<file path="config.mk">
export PLATFORM = sky130hd
export DESIGN_NAME = range_histogram_engine_top
export DESIGN_NICKNAME = d
export VERILOG_FILES = /design/src/design/rhe_pkg.sv /design/src/design/rhe_ram.sv /design/src/design/rhe_front.sv /design/src/design/rhe_queue.sv /design/src/design/rhe_back.sv /design/src/design/range_histogram_engine_top.sv
export SDC_FILE = /design/constraint.sdc
export NUM_CORES = 2
export LEC_CHECK = 0
export BUFFER_PORTS_ARGS = -buffer_cell sky130_fd_sc_hd__buf_4
export CORE_ASPECT_RATIO = 2
export CORE_UTILIZATION = 40
export DETAILED_ROUTE_END_ITERATION = 8
export GPL_ROUTABILITY_DRIVEN = 0
export SETUP_SLACK_MARGIN = 0.4
export SYNTH_ARGS = -nofsm -noshare
export SYNTH_HDL_FRONTEND = slang
export SYNTH_SLANG_ARGS = --single-unit
</file>
<file path="constraint.sdc">
create_clock -name clk -period 6.3 [get_ports clk]
set_input_delay 0.945 -clock clk [delete_from_list [all_inputs] [get_ports clk]]
set_output_delay 0.945 -clock clk [all_outputs]
set_load 0.01 [all_outputs]
</file>
<file path="src/design/rhe_pkg.sv">
// Shared types and constants for the range histogram engine.
// No dependencies; imported by every module of the block but rhe_ram.
`default_nettype none
package rhe_pkg;

  // Number of counters, underflow and overflow bins included (3..64)
  localparam int unsigned NUM_BINS  = 64;
  localparam int unsigned IDX_W     = (NUM_BINS > 1) ? $clog2(NUM_BINS) : 1;
  localparam int unsigned BIN_IDX_W = 6;
  localparam int unsigned CNT_W     = 32;
  localparam int unsigned SAMPLE_W  = 16;
  localparam int unsigned SCALE_W   = 32;
  localparam int unsigned PROD_W    = SCALE_W + SAMPLE_W;
  localparam int unsigned FRAC_W    = 16;

  typedef struct packed {
    logic signed [SAMPLE_W-1:0] min_value;
    logic signed [SAMPLE_W-1:0] max_value;
    logic [SCALE_W-1:0]         bin_scale;
  } rhe_cfg_t;

  // One classified sample travelling from front to back
  typedef struct packed {
    logic [IDX_W-1:0] idx;
    logic             clr;
    logic             last;
  } rhe_item_t;

  // One reported bin
  typedef struct packed {
    logic [BIN_IDX_W-1:0] bin_index;
    logic [CNT_W-1:0]     bin_count;
    logic                 last_bin;
  } rhe_bin_t;

endpackage
`default_nettype wire

</file>
<file path="src/design/rhe_ram.sv">
// Generic single-write, single-read RAM with registered read data.
// No dependencies.
`default_nettype none
module rhe_ram #(
  parameter int unsigned WIDTH  = 32,
  parameter int unsigned DEPTH  = 64,
  parameter int unsigned ADDR_W = (DEPTH > 1) ? $clog2(DEPTH) : 1
) (
  input  wire logic              clk,
  input  wire logic              we,
  input  wire logic [ADDR_W-1:0] waddr,
  input  wire logic [WIDTH-1:0]  wdata,
  input  wire logic              re,
  input  wire logic [ADDR_W-1:0] raddr,
  output logic      [WIDTH-1:0]  rdata
);

  logic [WIDTH-1:0] mem_r [DEPTH];
  logic [WIDTH-1:0] rdata_r;

  always_ff @(posedge clk) begin
    if (we) begin
      mem_r[waddr] <= wdata;
    end
    if (re) begin
      rdata_r <= mem_r[raddr];
    end
  end

  assign rdata = rdata_r;

endmodule
`default_nettype wire

</file>
<file path="src/design/rhe_front.sv">
// Front end: accepts samples and maps each to a bin in two stages.
// Depends on rhe_pkg.
`default_nettype none
module rhe_front import rhe_pkg::*; (
  input  wire logic                       clk,
  input  wire logic                       rst_n,
  input  wire rhe_cfg_t                   cfg,
  input  wire logic                       in_valid,
  output logic                            in_ready,
  input  wire logic signed [SAMPLE_W-1:0] sample,
  input  wire logic                       clear_first,
  input  wire logic                       last,
  output logic                            push_valid,
  input  wire logic                       push_ready,
  output rhe_item_t                       push_item
);

  // stage 0: range compare and offset
  logic                s0_v_r, s0_v_nxt;
  logic                s0_under_r, s0_over_r, s0_clr_r, s0_last_r;
  logic [SAMPLE_W-1:0] s0_off_r;
  // stage 1: scaled offset
  logic                s1_v_r, s1_v_nxt;
  logic                s1_under_r, s1_over_r, s1_clr_r, s1_last_r;
  logic [PROD_W-1:0]   s1_prod_r;

  logic                s0_free, s1_free, s1_load, in_fire;
  logic [SCALE_W-1:0]  hi;

  assign s1_free  = !s1_v_r || push_ready;
  assign s0_free  = !s0_v_r || s1_free;
  assign s1_load  = s0_v_r && s1_free;
  assign in_ready = s0_free;
  assign in_fire  = in_valid && s0_free;

  always_comb begin
    s0_v_nxt = s0_v_r;
    if (in_fire) begin
      s0_v_nxt = 1'b1;
    end else if (s1_load) begin
      s0_v_nxt = 1'b0;
    end
    s1_v_nxt = s1_v_r;
    if (s1_load) begin
      s1_v_nxt = 1'b1;
    end else if (push_ready) begin
      s1_v_nxt = 1'b0;
    end
  end

  always_ff @(posedge clk) begin
    if (!rst_n) begin
      s0_v_r <= 1'b0;
      s1_v_r <= 1'b0;
    end else begin
      s0_v_r <= s0_v_nxt;
      s1_v_r <= s1_v_nxt;
    end
  end

  always_ff @(posedge clk) begin
    if (in_fire) begin
      s0_under_r <= sample < cfg.min_value;
      s0_over_r  <= sample >= cfg.max_value;
      s0_off_r   <= sample - cfg.min_value;
      s0_clr_r   <= clear_first;
      s0_last_r  <= last;
    end
    if (s1_load) begin
      s1_under_r <= s0_under_r;
      s1_over_r  <= s0_over_r;
      s1_prod_r  <= {{SAMPLE_W{1'b0}}, cfg.bin_scale} * {{SCALE_W{1'b0}}, s0_off_r};
      s1_clr_r   <= s0_clr_r;
      s1_last_r  <= s0_last_r;
    end
  end

  // Truncate the Q32.16 product, step past the underflow bin, clamp
  assign hi = s1_prod_r[PROD_W-1:FRAC_W];

  always_comb begin
    push_item.clr  = s1_clr_r;
    push_item.last = s1_last_r;
    if (s1_under_r) begin
      push_item.idx = '0;
    end else if (s1_over_r) begin
      push_item.idx = IDX_W'(NUM_BINS - 1);
    end else if (hi > SCALE_W'(NUM_BINS - 3)) begin
      push_item.idx = IDX_W'(NUM_BINS - 2);
    end else begin
      push_item.idx = hi[IDX_W-1:0] + IDX_W'(1);
    end
  end

  assign push_valid = s1_v_r;

endmodule
`default_nettype wire

</file>
<file path="src/design/rhe_queue.sv">
// Two-entry queue of classified samples between front and back.
// Depends on rhe_pkg.
`default_nettype none
module rhe_queue import rhe_pkg::*; (
  input  wire logic      clk,
  input  wire logic      rst_n,
  input  wire logic      push_valid,
  output logic           push_ready,
  input  wire rhe_item_t push_item,
  output logic           pop_valid,
  input  wire logic      pop_ready,
  output rhe_item_t      pop_item
);

  rhe_item_t  mem_r [2];
  logic       wr_ptr_r, wr_ptr_nxt;
  logic       rd_ptr_r, rd_ptr_nxt;
  logic [1:0] cnt_r, cnt_nxt;
  logic       push, pop;

  assign push_ready = cnt_r != 2'd2;
  assign pop_valid  = cnt_r != 2'd0;
  assign push       = push_valid && push_ready;
  assign pop        = pop_valid && pop_ready;
  assign pop_item   = mem_r[rd_ptr_r];

  always_comb begin
    wr_ptr_nxt = push ? !wr_ptr_r : wr_ptr_r;
    rd_ptr_nxt = pop ? !rd_ptr_r : rd_ptr_r;
    cnt_nxt    = cnt_r + 2'(push) - 2'(pop);
  end

  always_ff @(posedge clk) begin
    if (!rst_n) begin
      wr_ptr_r <= 1'b0;
      rd_ptr_r <= 1'b0;
      cnt_r    <= 2'd0;
    end else begin
      wr_ptr_r <= wr_ptr_nxt;
      rd_ptr_r <= rd_ptr_nxt;
      cnt_r    <= cnt_nxt;
    end
  end

  always_ff @(posedge clk) begin
    if (push) begin
      mem_r[wr_ptr_r] <= push_item;
    end
  end

endmodule
`default_nettype wire

</file>
<file path="src/design/rhe_back.sv">
// Back end: read-modify-write of the bin counters and the bin dump.
// Depends on rhe_pkg and rhe_ram.
`default_nettype none
module rhe_back import rhe_pkg::*; (
  input  wire logic      clk,
  input  wire logic      rst_n,
  input  wire logic      pop_valid,
  output logic           pop_ready,
  input  wire rhe_item_t pop_item,
  output logic           out_valid,
  input  wire logic      out_ready,
  output rhe_bin_t       out_bin
);

  typedef enum logic [4:0] {
    ST_IDLE = 5'b00001,
    ST_RMW  = 5'b00010,
    ST_DRD  = 5'b00100,
    ST_DCAP = 5'b01000,
    ST_DOUT = 5'b10000
  } rhe_bst_t;

  rhe_bst_t            st_r, st_nxt;
  logic [NUM_BINS-1:0] valid_r, valid_nxt;
  logic [IDX_W-1:0]    cur_idx_r, cur_idx_nxt;
  logic                cur_last_r, cur_last_nxt;
  logic [IDX_W-1:0]    k_r, k_nxt;
  logic                out_v_r, out_v_nxt;
  rhe_bin_t            out_r, out_nxt;

  logic                ram_we, ram_re;
  logic [IDX_W-1:0]    ram_raddr;
  logic [CNT_W-1:0]    ram_rdata, old_cnt, new_cnt;

  rhe_ram #(
    .WIDTH (CNT_W),
    .DEPTH (NUM_BINS),
    .ADDR_W(IDX_W)
  ) u_ram (
    .clk  (clk),
    .we   (ram_we),
    .waddr(cur_idx_r),
    .wdata(new_cnt),
    .re   (ram_re),
    .raddr(ram_raddr),
    .rdata(ram_rdata)
  );

  // A bin not written since reset or the last clear reads as zero
  assign old_cnt   = valid_r[cur_idx_r] ? ram_rdata : '0;
  assign new_cnt   = (&old_cnt) ? old_cnt : old_cnt + CNT_W'(1);
  assign pop_ready = st_r == ST_IDLE;
  assign out_valid = out_v_r;
  assign out_bin   = out_r;

  always_comb begin
    st_nxt       = st_r;
    valid_nxt    = valid_r;
    cur_idx_nxt  = cur_idx_r;
    cur_last_nxt = cur_last_r;
    k_nxt        = k_r;
    out_v_nxt    = out_v_r;
    out_nxt      = out_r;
    ram_we       = 1'b0;
    ram_re       = 1'b0;
    ram_raddr    = k_r;
    unique case (st_r)
      ST_IDLE: begin
        if (pop_valid) begin
          cur_idx_nxt  = pop_item.idx;
          cur_last_nxt = pop_item.last;
          if (pop_item.clr) begin
            valid_nxt = '0;
          end
          ram_re    = 1'b1;
          ram_raddr = pop_item.idx;
          st_nxt    = ST_RMW;
        end
      end
      ST_RMW: begin
        ram_we               = 1'b1;
        valid_nxt[cur_idx_r] = 1'b1;
        if (cur_last_r) begin
          k_nxt  = '0;
          st_nxt = ST_DRD;
        end else begin
          st_nxt = ST_IDLE;
        end
      end
      ST_DRD: begin
        ram_re = 1'b1;
        st_nxt = ST_DCAP;
      end
      ST_DCAP: begin
        out_v_nxt         = 1'b1;
        out_nxt.bin_index = BIN_IDX_W'(k_r);
        out_nxt.bin_count = valid_r[k_r] ? ram_rdata : '0;
        out_nxt.last_bin  = k_r == IDX_W'(NUM_BINS - 1);
        st_nxt            = ST_DOUT;
      end
      ST_DOUT: begin
        if (out_ready) begin
          out_v_nxt = 1'b0;
          if (k_r == IDX_W'(NUM_BINS - 1)) begin
            st_nxt = ST_IDLE;
          end else begin
            k_nxt     = k_r + IDX_W'(1);
            ram_re    = 1'b1;
            ram_raddr = k_r + IDX_W'(1);
            st_nxt    = ST_DCAP;
          end
        end
      end
      default: begin
        st_nxt = ST_IDLE;
      end
    endcase
  end

  always_ff @(posedge clk) begin
    if (!rst_n) begin
      st_r    <= ST_IDLE;
      valid_r <= '0;
      out_v_r <= 1'b0;
      k_r     <= '0;
    end else begin
      st_r    <= st_nxt;
      valid_r <= valid_nxt;
      out_v_r <= out_v_nxt;
      k_r     <= k_nxt;
    end
  end

  always_ff @(posedge clk) begin
    cur_idx_r  <= cur_idx_nxt;
    cur_last_r <= cur_last_nxt;
    out_r      <= out_nxt;
  end

endmodule
`default_nettype wire

</file>
<file path="src/design/range_histogram_engine_top.sv">
// Top level of the range histogram engine: configuration registers and wiring.
// Depends on rhe_pkg, rhe_front, rhe_queue, rhe_back (and rhe_ram below it).
//
// Usage
//   in_*  : one sample per request. in_tdata[15:0] = sample (signed),
//           in_tuser = clear_first, in_tlast = last of the vector.
//   out_* : one bin per request. out_tdata[5:0] = bin_index,
//           out_tdata[37:6] = bin_count, out_tdata[39:38] = 0,
//           out_tlast = last_bin (set on bin NUM_BINS-1).
//   cfg_* : APB-style register port, pready tied high. Registers at byte
//           addresses 0 (min_value), 4 (max_value), 8 (bin_scale, Q16.16).
//           Write only while the block is idle.
// Timing
//   The front accepts a sample per cycle, unless held by a full queue, into a
//   two-stage classify pipe (compare, then Q16.16 multiply) and a two-entry
//   queue. The back updates one counter at a time, reading it and then
//   writing it back to the single counter RAM, and takes no new sample until
//   that write is done. A request marked last starts the dump after its own
//   counter is written; each bin is read, captured and offered on out_*.
//   During the dump the front keeps taking samples until the queue and the
//   classify pipe fill. A stalled output holds its bin and the dump waits.
// Reset: rst_n (synchronous) empties the pipeline, clears every counter at once
//   through per-bin valid flags and loads the register defaults.
`default_nettype none
module range_histogram_engine_top import rhe_pkg::*; (
  input  wire logic        clk,
  input  wire logic        rst_n,
  // sample input: tdata = {sample[15:0]}, tuser = {clear_first}
  input  wire logic        in_tvalid,
  output logic             in_tready,
  input  wire logic [15:0] in_tdata,
  input  wire logic        in_tuser,
  input  wire logic        in_tlast,
  // bin output: tdata = {bin_index[5:0], bin_count[37:6], zero pad[39:38]}
  output logic             out_tvalid,
  input  wire logic        out_tready,
  output logic [39:0]      out_tdata,
  output logic             out_tlast,
  // configuration
  input  wire logic        cfg_psel,
  input  wire logic        cfg_penable,
  input  wire logic        cfg_pwrite,
  input  wire logic [3:0]  cfg_paddr,
  input  wire logic [31:0] cfg_pwdata,
  output logic [31:0]      cfg_prdata,
  output logic             cfg_pready
);

  localparam logic [1:0] REG_MIN   = 2'd0;
  localparam logic [1:0] REG_MAX   = 2'd1;
  localparam logic [1:0] REG_SCALE = 2'd2;

  logic signed [SAMPLE_W-1:0] min_value_r, max_value_r;
  logic [SCALE_W-1:0]         bin_scale_r;
  logic                       cfg_wr;
  rhe_cfg_t                   cfg;

  logic      push_valid, push_ready, pop_valid, pop_ready;
  rhe_item_t push_item, pop_item;
  rhe_bin_t  out_bin;

  assign cfg_pready = 1'b1;
  assign cfg_wr     = cfg_psel && cfg_penable && cfg_pwrite && cfg_pready;

  // Register writes; index from the word address
  always_ff @(posedge clk) begin
    if (!rst_n) begin
      min_value_r <= 16'sd0;
      max_value_r <= 16'sd32767;
      bin_scale_r <= '0;
    end else if (cfg_wr) begin
      unique case (cfg_paddr[3:2])
        REG_MIN:   min_value_r <= cfg_pwdata[SAMPLE_W-1:0];
        REG_MAX:   max_value_r <= cfg_pwdata[SAMPLE_W-1:0];
        REG_SCALE: bin_scale_r <= cfg_pwdata;
        default: begin
          // unmapped: drop the write
        end
      endcase
    end
  end

  always_comb begin
    unique case (cfg_paddr[3:2])
      REG_MIN:   cfg_prdata = 32'(min_value_r);
      REG_MAX:   cfg_prdata = 32'(max_value_r);
      REG_SCALE: cfg_prdata = bin_scale_r;
      default:   cfg_prdata = '0;
    endcase
  end

  assign cfg.min_value = min_value_r;
  assign cfg.max_value = max_value_r;
  assign cfg.bin_scale = bin_scale_r;

  rhe_front u_front (
    .clk        (clk),
    .rst_n      (rst_n),
    .cfg        (cfg),
    .in_valid   (in_tvalid),
    .in_ready   (in_tready),
    .sample     (in_tdata),
    .clear_first(in_tuser),
    .last       (in_tlast),
    .push_valid (push_valid),
    .push_ready (push_ready),
    .push_item  (push_item)
  );

  rhe_queue u_queue (
    .clk       (clk),
    .rst_n     (rst_n),
    .push_valid(push_valid),
    .push_ready(push_ready),
    .push_item (push_item),
    .pop_valid (pop_valid),
    .pop_ready (pop_ready),
    .pop_item  (pop_item)
  );

  rhe_back u_back (
    .clk      (clk),
    .rst_n    (rst_n),
    .pop_valid(pop_valid),
    .pop_ready(pop_ready),
    .pop_item (pop_item),
    .out_valid(out_tvalid),
    .out_ready(out_tready),
    .out_bin  (out_bin)
  );

  assign out_tdata = {2'b00, out_bin.bin_count, out_bin.bin_index};
  assign out_tlast = out_bin.last_bin;

`ifndef SYNTH
  // last_bin marks exactly the final bin of the dump
  a_last_bin: assert property (@(posedge clk) disable iff (!rst_n)
    out_tvalid |-> (out_tlast == (out_tdata[5:0] == 6'(NUM_BINS - 1))))
    else $error("last_bin does not match final bin index");

  // after a non-final bin is taken, the bin with the next index follows
  a_bin_order: assert property (@(posedge clk) disable iff (!rst_n)
    (out_tvalid && out_tready && !out_tlast) |-> ##2
      (out_tvalid && (out_tdata[5:0] == $past(out_tdata[5:0], 2) + 6'd1)))
    else $error("bin dump out of order");

  // the dump always starts at bin zero
  a_dump_start: assert property (@(posedge clk) disable iff (!rst_n)
    ($rose(out_tvalid) && $past(out_tlast)) |-> (out_tdata[5:0] == 6'd0))
    else $error("dump does not start at bin zero");
`endif

endmodule
`default_nettype wire
</file>
==> results.md <==
- Clock network latency to the later pin of the worst-skew pair: 900 ps
- Hold-fix buffers, CTS: 0
- DR iter-0 viols: 6845
- Commonest non-fill, non-tap cells in the layout: sky130_fd_sc_hd__nand2_1, sky130_fd_sc_hd__edfxtp_1, sky130_fd_sc_hd__nand3_1
- Antenna violations before repair: 21
- Chip Width: 373 um
- Async S/R FF share, synth: 0
- CTS Sinks: 2345
- Cell Rows: 272
- Type of destination of the critical path: flop
- Io pins: 137
- Worst-path maximum fanout: 20
- Synth-to-layout area growth: 14.9%
- Time the final worst path needs with I/O delays and setup: 6600 ps
- Required time reported for the critical path endpoint: 6880 ps
- Maximum number of pins on one net before global-route repair: 153
- Maximum root-to-sink buffer count: 4
- Class of the most critical hold timing path: in2reg
- Period utilisation layout: 1.05
- Post-detailed-route DRC marker count: 2
- Number of levels the H-tree was split into: 4
- Overall Power: 49.2 mW
- Synth warn: 0
- Slew HR: 0.170
- Filler instances: 24309
- Final setup viols: 21
- Largest family of logic cells by synthesized area: simple AND/OR/NAND/NOR gates
- Number of violations of the max-capacitance limit: 0
- Max-slew violation count: 0
- Power per Cell Area: 388 nW/um2
- Slew of the pin with the lowest slew margin: 1240 ps
- CTS tree: yes
- Core outline area: 274000 um2
- Number of buffers added on ports: 131
- Aggregate routed wire length: 350000 um
- GR Util All Layers: 0.248
- Arr. time, crit path: 7180 ps
- Layout Skew: 81.5 ps
- Adder-cell area share of the yosys netlist: 0.0936
- Routed wire per std cell: 26.7 um
- Clk slew on worst S/H paths: 70 ps
- Antenna Nets Post-Route: 0
- Simple logic cell fraction of the synthesized area: 0.150
- Type of the worst setup path: reg2reg
- Die span in y: 745 um
- Xor/xnor cell area share of the yosys netlist: 0.00572
- Critical Path Start Type: flop
- Cell Count, Final, Fillers Out: 13110
- Count of flip-flops with a built-in enable after synthesis: 2198
- Initial cell density of the core: 0.402
- Nets: 9992
- Number of iterations in the first detailed-routing pass: 8
- Post-synthesis sequential area ratio: 0.625
- Final core utilization: 0.462
- Wire length of the first global-routing pass: 508000 um
- Largest voltage drop on the vdd net: 0.356 mV
- CTS buffer count: 201
- Via density per instance: 5.75
- Number of library cell types mapped by synthesis: 76
- Unrepaired setup endpoints after global routing: true
- Outcome: finished, violations left
- Cell types with the largest area share after synthesis: sky130_fd_sc_hd__edfxtp_1, sky130_fd_sc_hd__fa_1, sky130_fd_sc_hd__nand2_1
- Overflow after GRT: 0
- Worst Setup Slack post-DPL: -581 ps
- Most frequently used flop master after synthesis: sky130_fd_sc_hd__edfxtp_1
- Post-synthesis instance total: 9031
- Max Clk Rate: 151 MHz
- Setup slack of the critical path after layout: -303 ps
- Estimated wirelength of the detail-placed design: 225000 um
- Mux share of post-synthesis cell area: 0.0135
- Hold violation count in the final report: 0
- Compound-gate portion of the synthesized area: 0.0710
- Synth area leader: sky130_fd_sc_hd__edfxtp_1
- Via count of the first global-routing pass: 77103
- Violated checks: DRC, setup timing
- Overall die area: 278000 um2
- Number of cells after detailed placement: 12706
- Commonest non-fill, non-tap cell in the layout: sky130_fd_sc_hd__nand2_1
- Clock root cell: sky130_fd_sc_hd__clkbuf_16
- Avg Inst Size Synth: 12.2 um2
- Number of synthesized register bits: 2345
- Area share of the largest cell type after synthesis: 0.598
- Layout cell share with drive strength beyond 1: 0.135
- Post-synthesis cell area: 110000 um2
- Via Count: 75378
- LEAKAGE: 46.1 nW
==> cell families after synthesis <==
group	count (synthesis)
AND/OR/NAND/NOR	3747
other	2
AO/OA/AOI/OAI	1106
flip-flops	2345
adder cells (fa/ha/maj)	574
XOR/XNOR	72
multiplexers	83
buffers and inverters	1102
==> critical path: stages (launching register included) <==
cell and delay, ps:
sky130_fd_sc_hd__edfxtp_1 380, sky130_fd_sc_hd__buf_12 180, sky130_fd_sc_hd__buf_6 170, sky130_fd_sc_hd__nand2_1 90
sky130_fd_sc_hd__fa_1 550, sky130_fd_sc_hd__inv_1 60, sky130_fd_sc_hd__fa_1 480, sky130_fd_sc_hd__inv_1 70
sky130_fd_sc_hd__fa_1 520, sky130_fd_sc_hd__inv_1 60, sky130_fd_sc_hd__fa_1 510, sky130_fd_sc_hd__fa_1 510
sky130_fd_sc_hd__inv_1 50, sky130_fd_sc_hd__fa_1 480, sky130_fd_sc_hd__inv_1 60, sky130_fd_sc_hd__ha_1 200
sky130_fd_sc_hd__nor3_2 190, sky130_fd_sc_hd__o21ai_1 90, sky130_fd_sc_hd__a31o_2 280, sky130_fd_sc_hd__a21oi_2 180
sky130_fd_sc_hd__a31oi_4 160, sky130_fd_sc_hd__a211oi_4 290, sky130_fd_sc_hd__o21ai_2 110, sky130_fd_sc_hd__a31o_2 260
sky130_fd_sc_hd__o41ai_2 280, sky130_fd_sc_hd__a41oi_1 70
==> synth_stat cells, types with 28 or more instances <==
master / number
sky130_fd_sc_hd__nand2_1: 2219
sky130_fd_sc_hd__edfxtp_1: 2198
sky130_fd_sc_hd__nand3_1: 658
sky130_fd_sc_hd__inv_1: 505
sky130_fd_sc_hd__fa_1: 418
sky130_fd_sc_hd__clkbuf_1: 321
sky130_fd_sc_hd__a311oi_1: 267
sky130_fd_sc_hd__and2_1: 265
sky130_fd_sc_hd__nor2_1: 227
sky130_fd_sc_hd__and3_1: 225
sky130_fd_sc_hd__a21oi_1: 202
sky130_fd_sc_hd__buf_2: 198
sky130_fd_sc_hd__a31oi_1: 169
sky130_fd_sc_hd__ha_1: 156
sky130_fd_sc_hd__dfxtp_1: 147
sky130_fd_sc_hd__a211oi_1: 134
sky130_fd_sc_hd__o21ai_0: 76
sky130_fd_sc_hd__a21boi_0: 56
sky130_fd_sc_hd__buf_1: 52
sky130_fd_sc_hd__mux4_2: 50
sky130_fd_sc_hd__xnor2_1: 48
sky130_fd_sc_hd__o22ai_1: 34
sky130_fd_sc_hd__a22oi_1: 30
sky130_fd_sc_hd__nor3_1: 29
sky130_fd_sc_hd__nor2b_1: 28
==> worst paths after layout <==
check,cells after the start,start,to,slack [ps]
min,1,in_tlast,u_front.s0_last_r,290
max,25,u_front.s0_off_r[4],u_front.s1_prod_r[47],-300
min reg2reg,0,u_front.s0_over_r,u_front.s1_over_r,420
max reg2reg,25,u_front.s0_off_r[4],u_front.s1_prod_r[47],-300
==> per-layer routing <==
metal / part of all wire / global-route usage / routed length, um
met3: 0.061 / 0.0279 / 21300
met5: 0.000083 / 0 / 29
met1: 0.33 / 0.256 / 114000
met2: 0.52 / 0.449 / 181000
met4: 0.095 / 0.211 / 33100
==> stage by stage <==
step	cell area [um2]	TNS, ps	hold WS (ps)
2_1_floorplan	111000	0	400
3_3_place_gp	120000	-9870	415
3_5_place_dp	120000	-7780	411
4_1_cts	126000	-3230	248
5_1_grt	127000	-8970	274
6_report	127000	-3800	295
==> final cells by class <==
class                   count  area, um2  share of cell area
clock inverters           117       1190             0.00939
flip-flops and latches   2345      69000               0.544
diodes                     34       85.1            0.000672
inverters                 506       1910              0.0151
well taps                3562       4460              0.0352
multi-input cells        5585      38200               0.301
repair buffers            718       6650              0.0525
clock buffers             243       5280              0.0417
==> repair_timing <==
action / 4_1_cts / 5_1_grt
setup buffers: 5 / 5
setup endpoints to repair: 29 / 30
pin swaps: 4 / 11
gates resized for setup: 46 / 30
==> state kept, by name, summed over array words and instances, names as in the netlist, 16 cells and up, named ones only <==
name                flops
bin_scale_r            32
max_value_r            16
min_value_r            16
u_back.out_bin         39
u_back.u_ram.mem_r   2048
u_back.u_ram.rdata     32
u_back.valid_r         64
u_front.s0_off_r       16
u_front.s1_prod_r      32
u_queue.mem_r          16
==> report_power, final <==
group          total (mW)  internal (mW)  switching (mW)
sequential           19.5           19.2           0.312
combinational        17.1           4.73            12.4
clock                12.6           6.82            5.77
No activity file was read; power rests on OpenSTA's default activity.
